--- src/hdl/plg_pkg.sv ---
`timescale 1ns / 1ps
// ----------------------------------------------------------------------------
// plg_pkg
// Shared codes, types and heading tables for the maze walker.
// ----------------------------------------------------------------------------
package plg_pkg;

  // request operation codes
  localparam logic [1:0] OP_VWALL = 2'd0;
  localparam logic [1:0] OP_HWALL = 2'd1;
  localparam logic [1:0] OP_START = 2'd2;
  localparam logic [1:0] OP_STEP  = 2'd3;

  // headings
  localparam logic [1:0] H_NORTH = 2'd0;
  localparam logic [1:0] H_SOUTH = 2'd1;
  localparam logic [1:0] H_WEST  = 2'd2;
  localparam logic [1:0] H_EAST  = 2'd3;

  // move modes
  localparam logic [1:0] M_FIRST  = 2'd0;
  localparam logic [1:0] M_RUN    = 2'd1;
  localparam logic [1:0] M_FOLLOW = 2'd2;

  // configuration register indexes
  localparam logic [2:0] CFG_START_ROW = 3'd0;
  localparam logic [2:0] CFG_START_COL = 3'd1;
  localparam logic [2:0] CFG_GOAL_ROW  = 3'd2;
  localparam logic [2:0] CFG_GOAL_COL  = 3'd3;
  localparam logic [2:0] CFG_MAZE_ROWS = 3'd4;
  localparam logic [2:0] CFG_MAZE_COLS = 3'd5;

  typedef logic [1:0] head_t;

  // controller to datapath
  typedef struct packed {
    logic       ld_in;     // latch request fields
    logic       wr_wall;   // write latched wall bit
    logic       init;      // place robot on entrance
    logic       move;      // take the candidate move
    logic [1:0] mode;
    logic [1:0] cidx;      // candidate number
  } plg_cmd_t;

  // datapath to controller
  typedef struct packed {
    logic [1:0] op;
    logic       at_goal;
    logic       turns_zero;
    logic       move_ok;
  } plg_sts_t;

  function automatic head_t right_of(input head_t d);
    case (d)
      H_NORTH: right_of = H_EAST;
      H_SOUTH: right_of = H_WEST;
      H_WEST:  right_of = H_NORTH;
      default: right_of = H_SOUTH;
    endcase
  endfunction

  function automatic head_t left_of(input head_t d);
    case (d)
      H_NORTH: left_of = H_WEST;
      H_SOUTH: left_of = H_EAST;
      H_WEST:  left_of = H_SOUTH;
      default: left_of = H_NORTH;
    endcase
  endfunction

  // first move order: east, south, west, north
  function automatic head_t first_dir(input logic [1:0] i);
    case (i)
      2'd0:    first_dir = H_EAST;
      2'd1:    first_dir = H_SOUTH;
      2'd2:    first_dir = H_WEST;
      default: first_dir = H_NORTH;
    endcase
  endfunction

  // wall-follow order: right, straight, left, back
  function automatic head_t follow_dir(input head_t d, input logic [1:0] i);
    case (i)
      2'd0:    follow_dir = right_of(d);
      2'd1:    follow_dir = d;
      2'd2:    follow_dir = left_of(d);
      default: follow_dir = d ^ 2'd1;
    endcase
  endfunction

endpackage

--- src/hdl/plg_ram.sv ---
`timescale 1ns / 1ps
// ----------------------------------------------------------------------------
// plg_ram
// Generic single-write, single-read RAM with registered read data.
// ----------------------------------------------------------------------------
module plg_ram #(
  parameter int WIDTH = 1,
  parameter int DEPTH = 272
) (
  input  logic                     clk,
  input  logic                     we,
  input  logic [$clog2(DEPTH)-1:0] waddr,
  input  logic [WIDTH-1:0]         wdata,
  input  logic [$clog2(DEPTH)-1:0] raddr,
  output logic [WIDTH-1:0]         rdata
);

  logic [WIDTH-1:0] mem [DEPTH];

  always_ff @(posedge clk) begin
    if (we) begin
      mem[waddr] <= wdata;
    end
    rdata <= mem[raddr];
  end

endmodule

--- src/hdl/plg_ctrl.sv ---
`timescale 1ns / 1ps
// ----------------------------------------------------------------------------
// plg_ctrl
// Sequencer: dispatches requests, runs the straight run and candidate moves.
// ----------------------------------------------------------------------------
module plg_ctrl
  import plg_pkg::*;
(
  input  logic     clk,
  input  logic     rst_n,
  input  logic     start,
  output logic     busy,
  input  plg_sts_t sts,
  output plg_cmd_t cmd,
  output logic     out_valid,
  output logic     out_last
);

  localparam logic [1:0] S_IDLE = 2'd0;
  localparam logic [1:0] S_DISP = 2'd1;
  localparam logic [1:0] S_RD   = 2'd2;
  localparam logic [1:0] S_EV   = 2'd3;

  logic [1:0] state_r, state_nxt;
  logic [1:0] mode_r, mode_nxt;
  logic [1:0] cidx_r, cidx_nxt;
  logic       val_r, val_nxt;
  logic       last_r, last_nxt;

  assign busy      = (state_r != S_IDLE);
  assign out_valid = val_r;
  assign out_last  = last_r;

  // next state and commands
  always_comb begin
    state_nxt   = state_r;
    mode_nxt    = mode_r;
    cidx_nxt    = cidx_r;
    val_nxt     = 1'b0;
    last_nxt    = last_r;
    cmd         = '0;
    cmd.mode    = mode_r;
    cmd.cidx    = cidx_r;
    case (state_r)
      S_IDLE: begin
        if (start) begin
          cmd.ld_in = 1'b1;
          state_nxt = S_DISP;
        end
      end
      S_DISP: begin
        case (sts.op)
          OP_VWALL, OP_HWALL: begin
            cmd.wr_wall = 1'b1;
            state_nxt   = S_IDLE;
          end
          OP_START: begin
            cmd.init  = 1'b1;
            mode_nxt  = M_FIRST;
            cidx_nxt  = 2'd0;
            state_nxt = S_RD;
          end
          default: begin
            if (sts.at_goal) begin
              val_nxt   = 1'b1;
              last_nxt  = 1'b1;
              state_nxt = S_IDLE;
            end else begin
              mode_nxt  = sts.turns_zero ? M_RUN : M_FOLLOW;
              cidx_nxt  = 2'd0;
              state_nxt = S_RD;
            end
          end
        endcase
      end
      S_RD: begin
        state_nxt = S_EV;
      end
      default: begin
        if (mode_r == M_RUN) begin
          if (sts.move_ok) begin
            cmd.move  = 1'b1;
            state_nxt = S_RD;
          end else begin
            // run blocked: report, then follow the wall
            val_nxt   = 1'b1;
            last_nxt  = 1'b0;
            mode_nxt  = M_FOLLOW;
            cidx_nxt  = 2'd0;
            state_nxt = S_RD;
          end
        end else if (sts.move_ok || cidx_r == 2'd3) begin
          cmd.move  = sts.move_ok;
          val_nxt   = 1'b1;
          last_nxt  = 1'b1;
          state_nxt = S_IDLE;
        end else begin
          cidx_nxt  = cidx_r + 2'd1;
          state_nxt = S_RD;
        end
      end
    endcase
  end

  always_ff @(posedge clk) begin
    if (!rst_n) begin
      state_r <= S_IDLE;
      mode_r  <= M_FIRST;
      cidx_r  <= 2'd0;
      val_r   <= 1'b0;
      last_r  <= 1'b0;
    end else begin
      state_r <= state_nxt;
      mode_r  <= mode_nxt;
      cidx_r  <= cidx_nxt;
      val_r   <= val_nxt;
      last_r  <= last_nxt;
    end
  end

endmodule

--- src/hdl/plg_dp.sv ---
`timescale 1ns / 1ps
// ----------------------------------------------------------------------------
// plg_dp
// Datapath: config registers, wall stores, robot position, heading, count.
// ----------------------------------------------------------------------------
module plg_dp
  import plg_pkg::*;
#(
  parameter int MAX_ROWS    = 16,
  parameter int MAX_COLS    = 16,
  parameter int COUNT_WIDTH = 8
) (
  input  logic       clk,
  input  logic       rst_n,
  input  logic       cfg_we,
  input  logic [2:0] cfg_index,
  input  logic [4:0] cfg_data,
  input  logic [1:0] in_op,
  input  logic [4:0] in_wall_row,
  input  logic [4:0] in_wall_col,
  input  logic       in_wall_present,
  input  plg_cmd_t   cmd,
  output plg_sts_t   sts,
  output logic [3:0] robot_row,
  output logic [3:0] robot_col,
  output logic [1:0] heading,
  output logic [7:0] turn_count,
  output logic       at_goal
);

  localparam int VDEPTH = MAX_ROWS * (MAX_COLS + 1);
  localparam int HDEPTH = (MAX_ROWS + 1) * MAX_COLS;
  localparam int VAW    = $clog2(VDEPTH);
  localparam int HAW    = $clog2(HDEPTH);
  localparam int CW     = COUNT_WIDTH;
  localparam int TW     = COUNT_WIDTH + 2;
  localparam logic signed [TW-1:0] LIMIT = TW'((1 << (CW - 1)) - 1);

  // configuration registers
  logic [3:0] start_row_r, start_col_r, goal_row_r, goal_col_r;
  logic [4:0] maze_rows_r, maze_cols_r;

  always_ff @(posedge clk) begin
    if (!rst_n) begin
      start_row_r <= 4'd0;
      start_col_r <= 4'd0;
      goal_row_r  <= 4'd4;
      goal_col_r  <= 4'd1;
      maze_rows_r <= 5'd16;
      maze_cols_r <= 5'd16;
    end else if (cfg_we) begin
      case (cfg_index)
        CFG_START_ROW: start_row_r <= cfg_data[3:0];
        CFG_START_COL: start_col_r <= cfg_data[3:0];
        CFG_GOAL_ROW:  goal_row_r  <= cfg_data[3:0];
        CFG_GOAL_COL:  goal_col_r  <= cfg_data[3:0];
        CFG_MAZE_ROWS: maze_rows_r <= cfg_data;
        CFG_MAZE_COLS: maze_cols_r <= cfg_data;
        default: ;
      endcase
    end
  end

  // latched request
  logic [1:0] op_r;
  logic [4:0] wrow_r, wcol_r;
  logic       wpres_r;

  always_ff @(posedge clk) begin
    if (cmd.ld_in) begin
      op_r    <= in_op;
      wrow_r  <= in_wall_row;
      wcol_r  <= in_wall_col;
      wpres_r <= in_wall_present;
    end
  end

  // robot state
  logic [3:0]           row_r, col_r;
  logic [1:0]           dir_r;
  logic signed [CW-1:0] turns_r;

  // candidate heading for this try
  head_t try_dir;
  always_comb begin
    case (cmd.mode)
      M_FIRST: try_dir = first_dir(cmd.cidx);
      M_RUN:   try_dir = dir_r;
      default: try_dir = follow_dir(dir_r, cmd.cidx);
    endcase
  end

  // neighbour cell and wall address
  logic [8:0] r9, c9, nr, nc, wr9, wc9, er, ec;
  logic       edge_ok, is_h, inrange;
  always_comb begin
    r9      = {5'd0, row_r};
    c9      = {5'd0, col_r};
    nr      = r9;
    nc      = c9;
    wr9     = r9;
    wc9     = c9;
    edge_ok = 1'b1;
    is_h    = 1'b0;
    case (try_dir)
      H_NORTH: begin
        edge_ok = (row_r != 4'd0);
        nr      = r9 - 9'd1;
        is_h    = 1'b1;
      end
      H_SOUTH: begin
        nr   = r9 + 9'd1;
        wr9  = r9 + 9'd1;
        is_h = 1'b1;
      end
      H_WEST: begin
        edge_ok = (col_r != 4'd0);
        nc      = c9 - 9'd1;
      end
      default: begin
        nc  = c9 + 9'd1;
        wc9 = c9 + 9'd1;
      end
    endcase
    if (is_h) begin
      inrange = (32'(wr9) <= MAX_ROWS) && (32'(wc9) < MAX_COLS);
    end else begin
      inrange = (32'(wr9) < MAX_ROWS) && (32'(wc9) <= MAX_COLS);
    end
    er = (32'(maze_rows_r) < MAX_ROWS) ? {4'd0, maze_rows_r} : 9'(MAX_ROWS);
    ec = (32'(maze_cols_r) < MAX_COLS) ? {4'd0, maze_cols_r} : 9'(MAX_COLS);
  end

  // wall stores
  logic [VAW-1:0] v_raddr, v_waddr;
  logic [HAW-1:0] h_raddr, h_waddr;
  logic           v_we, h_we, v_bit, h_bit;
  logic           inrange_r, is_h_r;

  assign v_raddr = VAW'(32'(wr9) * (MAX_COLS + 1) + 32'(wc9));
  assign h_raddr = HAW'(32'(wr9) * MAX_COLS + 32'(wc9));
  assign v_waddr = VAW'(32'(wrow_r) * (MAX_COLS + 1) + 32'(wcol_r));
  assign h_waddr = HAW'(32'(wrow_r) * MAX_COLS + 32'(wcol_r));
  assign v_we    = cmd.wr_wall && (op_r == OP_VWALL)
                   && (32'(wrow_r) < MAX_ROWS) && (32'(wcol_r) <= MAX_COLS);
  assign h_we    = cmd.wr_wall && (op_r == OP_HWALL)
                   && (32'(wrow_r) <= MAX_ROWS) && (32'(wcol_r) < MAX_COLS);

  plg_ram #(.WIDTH(1), .DEPTH(VDEPTH)) u_vram (
    .clk   (clk),
    .we    (v_we),
    .waddr (v_waddr),
    .wdata (wpres_r),
    .raddr (v_raddr),
    .rdata (v_bit)
  );

  plg_ram #(.WIDTH(1), .DEPTH(HDEPTH)) u_hram (
    .clk   (clk),
    .we    (h_we),
    .waddr (h_waddr),
    .wdata (wpres_r),
    .raddr (h_raddr),
    .rdata (h_bit)
  );

  // range flag is registered alongside the wall store read data
  always_ff @(posedge clk) begin
    inrange_r <= inrange;
    is_h_r    <= is_h;
  end

  // move test
  logic wall;
  assign wall = !inrange_r || (is_h_r ? h_bit : v_bit);

  always_comb begin
    sts.op         = op_r;
    sts.at_goal    = at_goal;
    sts.turns_zero = (turns_r == '0);
    sts.move_ok    = edge_ok && !wall && (nr < er) && (nc < ec)
                     && !((nr == {5'd0, start_row_r}) && (nc == {5'd0, start_col_r}));
  end

  // saturating turn update: delta is candidate number minus one
  logic signed [TW-1:0] tsum, tsat;
  always_comb begin
    tsum = TW'(turns_r) + TW'(signed'({1'b0, cmd.cidx})) - TW'(1);
    if (tsum > LIMIT) begin
      tsat = LIMIT;
    end else if (tsum < -LIMIT) begin
      tsat = -LIMIT;
    end else begin
      tsat = tsum;
    end
  end

  always_ff @(posedge clk) begin
    if (!rst_n) begin
      row_r   <= 4'd0;
      col_r   <= 4'd0;
      dir_r   <= H_NORTH;
      turns_r <= '0;
    end else if (cmd.init) begin
      row_r   <= start_row_r;
      col_r   <= start_col_r;
      dir_r   <= H_NORTH;
      turns_r <= '0;
    end else if (cmd.move) begin
      row_r <= nr[3:0];
      col_r <= nc[3:0];
      if (cmd.mode != M_RUN) begin
        dir_r <= try_dir;
      end
      if (cmd.mode == M_FOLLOW) begin
        turns_r <= CW'(tsat);
      end
    end
  end

  // result fields
  assign robot_row  = row_r;
  assign robot_col  = col_r;
  assign heading    = dir_r;
  assign turn_count = 8'(turns_r);
  assign at_goal    = (row_r == goal_row_r) && (col_r == goal_col_r);

endmodule

--- src/hdl/pledge_maze_walker.sv ---
`timescale 1ns / 1ps
// ----------------------------------------------------------------------------
// pledge_maze_walker
// Grid maze walker with a Pledge-style wall-follow rule.
// ----------------------------------------------------------------------------
// Usage:
//   Requests are accepted when start is high and busy is low. Wall writes
//   (op 0/1) load one bit of the vertical or horizontal store; start (op 2)
//   puts the robot on the entrance and makes its first move; step (op 3)
//   makes a straight run when the turn count is zero, then one wall-follow
//   move. Results appear on out_* for one cycle with out_valid high;
//   out_last marks the final result of a request. Results cannot be stalled.
//   Each move try is a wall read state then an evaluate state, set by the
//   registered wall store read. busy stays high until the last result.
//   Config writes (cfg_valid/cfg_ready, always ready) must go in while
//   idle; the block itself does not enforce this. Reset clears position,
//   heading and count and loads the config defaults; the wall stores are
//   not cleared and must be written before use.
// ----------------------------------------------------------------------------
module pledge_maze_walker
  import plg_pkg::*;
#(
  parameter int MAX_ROWS    = 16,
  parameter int MAX_COLS    = 16,
  parameter int COUNT_WIDTH = 8
) (
  input  logic       clk,
  input  logic       rst_n,
  input  logic       start,
  output logic       busy,
  input  logic [1:0] in_op,
  input  logic [4:0] in_wall_row,
  input  logic [4:0] in_wall_col,
  input  logic       in_wall_present,
  output logic       out_valid,
  output logic [3:0] out_robot_row,
  output logic [3:0] out_robot_col,
  output logic [1:0] out_heading,
  output logic [7:0] out_turn_count,
  output logic       out_at_goal,
  output logic       out_last,
  input  logic       cfg_valid,
  output logic       cfg_ready,
  input  logic [2:0] cfg_index,
  input  logic [4:0] cfg_data
);

  plg_cmd_t cmd;
  plg_sts_t sts;

  assign cfg_ready = 1'b1;

  plg_ctrl u_ctrl (
    .clk       (clk),
    .rst_n     (rst_n),
    .start     (start),
    .busy      (busy),
    .sts       (sts),
    .cmd       (cmd),
    .out_valid (out_valid),
    .out_last  (out_last)
  );

  plg_dp #(
    .MAX_ROWS    (MAX_ROWS),
    .MAX_COLS    (MAX_COLS),
    .COUNT_WIDTH (COUNT_WIDTH)
  ) u_dp (
    .clk             (clk),
    .rst_n           (rst_n),
    .cfg_we          (cfg_valid && cfg_ready),
    .cfg_index       (cfg_index),
    .cfg_data        (cfg_data),
    .in_op           (in_op),
    .in_wall_row     (in_wall_row),
    .in_wall_col     (in_wall_col),
    .in_wall_present (in_wall_present),
    .cmd             (cmd),
    .sts             (sts),
    .robot_row       (out_robot_row),
    .robot_col       (out_robot_col),
    .heading         (out_heading),
    .turn_count      (out_turn_count),
    .at_goal         (out_at_goal)
  );

`ifndef SYNTHESIS
  // accepted request keeps the block busy next cycle
  a_accept_busy: assert property (@(posedge clk) disable iff (!rst_n)
    (start && !busy) |=> busy) else $error("request accepted but not busy");

  // a non-final result is followed by more work
  a_run_more: assert property (@(posedge clk) disable iff (!rst_n)
    (out_valid && !out_last) |-> busy) else $error("run result without follow move");

  // a move never changes state while idle
  a_idle_hold: assert property (@(posedge clk) disable iff (!rst_n)
    (!busy && !$past(busy) && $past(rst_n)) |-> $stable(out_robot_row))
    else $error("position changed while idle");
`endif

endmodule

--- config.mk ---
export PLATFORM = sky130hd
export DESIGN_NAME = pledge_maze_walker
export DESIGN_NICKNAME = d
export VERILOG_FILES = /design/src/hdl/plg_pkg.sv /design/src/hdl/plg_ram.sv /design/src/hdl/plg_ctrl.sv /design/src/hdl/plg_dp.sv /design/src/hdl/pledge_maze_walker.sv
export SDC_FILE = /design/constraint.sdc
export NUM_CORES = 1
export LEC_CHECK = 0
export BUFFER_PORTS_ARGS = -buffer_cell sky130_fd_sc_hd__buf_2
export CORE_UTILIZATION = 45
export DETAILED_ROUTE_END_ITERATION = 10
export RECOVER_POWER = 100
export REMOVE_ABC_BUFFERS = 1
export SETUP_SLACK_MARGIN = 0.02
export SLEW_MARGIN = 20
export SYNTH_ARGS = -nofsm -noshare
export SYNTH_HDL_FRONTEND = slang
export SYNTH_SLANG_ARGS = --single-unit
--- constraint.sdc ---
create_clock -name clk -period 11 [get_ports clk]
set_input_delay 1.1 -clock clk [delete_from_list [all_inputs] [get_ports clk]]
set_output_delay 1.1 -clock clk [all_outputs]
set_load 0.01 [all_outputs]
==> metrics.md <==
| Metric | Value |
|---|---|
| Complex-gate fraction of the synthesized area | `under 10%` |
| Hold depth | `2` |
| Multiplexer share of the synthesized area | `a little under an eighth` |
| Fin area | `around 32000 sq um` |
| CTS root buffer | `clkbuf_16` |
| Worst hold path endpoint | `u_dp.robot_row[0]` |
| Pwr per Cell Area | `between 150 and 200 nW/um^2` |
| Combinational share of power | `14.9%` |
| Pin count of the biggest net entering global routing | `317` |
| Largest family of logic cells by synthesized area | `simple AND/OR/NAND/NOR gates` |
| Layout cells sized above 1 | `between 10% and 20%` |
| Setup Skew | `about 0.028 ns` |
| CP peak stage delay | `around 2.3 ns` |
| Die H | `between 200 and 300 um` |
| Setup crit start kind | `flop` |
| Clock Sinks | `between 600 and 700` |
| DR vias/cell | `just under 6` |
| Ys flop type | `edfxtp_1` |
| Overall Power | `5.46 mW` |
| Post-layout min period | `8.48 ns` |
| Core area | `around 64000 sq um` |
| Simple-gate portion of the synthesized area | `13.8%` |
| Post-synth top area cell | `edfxtp_1` |
| Port Buf Inserts | `46` |
| Adder-cell share of the synthesized area | `between 3 and 4%` |
| CTS tree | `yes` |
| Iter 0 DRT Violations | `around 1700` |
| Critical path type | `flop to flop` |
| Worst path arrival time | `roughly 9 ns` |
| Clock slew at reported path FFs | `0.07 ns` |
| Status | `finished, violations left` |
| Crit path max-delay family | `buffers and inverters` |
| Die span in x | `roughly 260 um` |
| Leak pwr | `around 9.9 nW` |
| Initial Util | `a little under half` |
| Synth area leaders | `edfxtp_1, mux4_2, nor2_1` |
| Yosys top cell area share | `between 50% and 60%` |
| Total gr overflow | `0` |
| Worst r2r path cells | `15` |
| CP endpoint kind | `flop` |
| Routed length per instance | `approximately 24 um` |
| Endpoints failing setup | `0` |
| Max-slew violations | `around 530` |
| Switch share | `between 20% and 30%` |
| Commonest non-fill, non-tap cell in the layout | `nor2_1` |
| Vias | `19200` |
| Routed WL | `slightly below 80000 um` |
| Fmax | `118 MHz` |
| H-tree depth | `3` |
| Final ANT Viol Nets | `0` |
| CP Max Fanout | `42` |
| Unrepaired setup endpoints after global routing | `false` |
| Final Cycle Share | `~77%` |
| Violated checks | `max-capacitance violations, max-slew violations` |
| Fraction of registers with async set/reset | `0%` |
| MaxCap Viol Count | `10` |
| Reg2Reg Setup Slack | `approximately 2.5 ns` |
| Layout overhead on the synthesized area | `9.45%` |
| Placed cell area | `around 30000 sq um` |
| Worst Hold Class | `flop to flop` |
| Reg power frac | `a little under half` |
| Post-synthesis xor/xnor area fraction | `under 10%` |
| Area of the mapped netlist | `29400 sq um` |
| Row Count | `93` |
| Rel. slew slack | `-225%` |
| Hold Vio Cnt, Final | `0` |
| IO Pins | `48` |
| # DRC | `0` |
| Syn Area/Cell | `between 10 and 15 sq um` |
| Post-CTS resize count | `0` |
| Critical path cell sequence | `ha_1 -> or2_1 -> o311ai_0 -> and2_0 -> inv_1 -> nor2_1 -> a21oi_2 -> clkinv_2 -> clkbuf_1 -> a32oi_1 -> a21oi_1 -> o21ai_0 -> a22o_1 -> a221oi_1 -> o21a_1` |
| Full die area | `between 60000 and 70000 sq um` |
| DP HPWL | `about 46000 um` |
| RR Startpoint | `u_ctrl.cidx_r[0]` |
| Clock Tree Buf Depth | `3` |
| WP data required | `roughly 12 ns` |
| Ant diodes | `0` |
| First-pass GRT wire length | `116000 um` |
| Clk pwr share | `between 30% and 40%` |
| Fillers | `between 5000 and 6000` |
| Post-CTS setup buffer count | `0` |
| Vias in the first global route | `18900` |
| Hold_buf cts | `0` |
| Setup_tns | `0 ns` |
| R2r endpoint | `u_dp.u_hram.rdata` |
| Peak VDD IR | `~110 uV` |
| Clk_lat worst skew | `around 0.61 ns` |
| Synth cell types | `between 80 and 90` |
| Initial antenna violation count | `10` |
| Num CTS Buffers | `66` |
| Cell internal pwr | `4.05 mW` |
| # nets final | `around 2400` |
| First drt pass iteration count | `6` |
| Post-synthesis register bit count | `about 600` |
| Synth Instances | `approximately 2400` |
| Post-synth EDFFs | `about 560` |
| Final Wtd Congestion | `about 0.84` |
| Critical path depth in cells | `15` |
| Hold slack | `about 0.49 ns` |
| Bufs and invs on worst path | `3` |
| Hold_sp | `u_dp.start_row_r[0]` |
| NetSw | `around 1.4 mW` |
| Slew at the pin closest to its max-slew limit | `between 4 and 5 ns` |
| CP max-delay cell | `clkbuf_1` |
| Yosys Warn Count | `0` |
| Total track usage | `between 20% and 30%` |
| Most frequent cells in the layout | `nor2_1, edfxtp_1, nand2_1` |
| Sequential area share after synthesis | `around three fifths` |
-- power groups by stage --
stage          registers [mW]  clock network (mW)  logic (mW)
2_1_floorplan            2.66                   0       0.584
3_3_place_gp             2.63                   0       0.794
3_5_place_dp             2.63                   0       0.815
4_1_cts                  2.58                2.09       0.817
5_1_grt                  2.58                2.17       0.875
6_report                 2.58                2.07       0.813
-- Yosys cell counts (21+ instances only) --
library cell / count
a211oi_1: 28
edfxtp_1: 557
nand3_1: 57
xnor2_1: 33
nor2_1: 592
mux2i_1: 90
a21oi_1: 38
o21ai_0: 32
dfxtp_1: 56
nor2b_1: 33
clkbuf_1: 118
nand2_1: 182
inv_1: 54
ha_1: 66
mux4_2: 114
nand4_1: 21
-- flip-flops by register name, indices dropped and copies added (netlist names), 2 cells and up --
signal / flops
u_dp.goal_row_r: 4
u_dp.maze_cols_r: 5
u_ctrl.cidx_r: 2
u_dp.wrow_r: 5
u_dp.maze_rows_r: 5
u_dp.wcol_r: 5
u_dp.robot_row: 4
u_dp.u_vram.mem: 272
u_dp.u_hram.mem: 272
u_dp.turn_count: 8
u_dp.start_row_r: 4
u_dp.heading: 2
u_dp.op_r: 2
u_dp.start_col_r: 4
u_ctrl.state_r: 2
u_ctrl.mode_r: 2
u_dp.goal_col_r: 4
u_dp.robot_col: 4
-- worst reg2reg max path, stage by stage (launching register included) --
cell and delay [ns]:
dfxtp_1 0.34, ha_1 0.31, or2_1 0.26, o311ai_0 0.60, and2_0 0.92, inv_1 0.63
nor2_1 0.78, a21oi_2 0.35, clkinv_2 0.13, clkbuf_1 2.30, a32oi_1 0.36, a21oi_1 0.43
o21ai_0 0.15, a22o_1 0.28, a221oi_1 0.39, o21a_1 0.20
-- final cells by class --
cell class | instances | area, sq um | share of cell area (%)
multi-input cells | 1527 | 10700 | 33.2
inverters | 58 | 219 | 0.680
repair buffers | 76 | 394 | 1.22
flip-flops and latches | 613 | 17800 | 55.5
well taps | 855 | 1070 | 3.32
clock inverters | 26 | 170 | 0.529
clock buffers | 92 | 1790 | 5.57
-- per-layer routing --
metal / GRT usage, % / part of all wire, % / vias up / routed length (um)
li1: - / - / 8601 / -
met1: 29.4 / 40 / 9713 / 30900
met2: 40.5 / 50 / 684 / 38900
met3: 3.83 / 6.4 / 165 / 4920
met4: 7.69 / 3.2 / 0 / 2460
met5: 0 / 0 / - / 0
-- metrics by stage --
step	std cells	worst slack (ns)	util [%]
6_report	3247	2.52	49.9
5_1_grt	3247	2.03	49.9
4_1_cts	3246	4.07	50.0
3_5_place_dp	3128	4.10	47.0
3_3_place_gp	3128	4.24	47.0
2_1_floorplan	2198	2.01	-
-- cells by family (layout without fill, tap and decap cells) --
| kind of cell | count (synthesis) | in the layout |
|---|---|---|
| simple gates | 965 | 965 |
| flops | 613 | 613 |
| compound gates | 229 | 229 |
| buf+inv | 216 | 252 |
| mux | 207 | 207 |
| fa+ha+maj | 71 | 71 |
| xor+xnor | 54 | 54 |
| other cells | 1 | 1 |
-- worst max path at each step --
stage	startpoint	endpoint	slack (ns)
finish	u_ctrl.cidx_r[0]	u_dp.u_hram.rdata	2.52
global route	u_ctrl.cidx_r[0]	u_dp.u_hram.rdata	2.03
CTS	u_ctrl.cidx_r[0]	u_dp.u_vram.rdata	4.07
detailed placement	u_ctrl.cidx_r[0]	u_dp.u_vram.rdata	4.10
global placement	u_ctrl.cidx_r[0]	u_dp.u_vram.rdata	4.24
floorplan	u_dp.heading[0]	u_dp.u_vram.rdata	2.01
No activity file was read; power rests on OpenSTA's default activity.
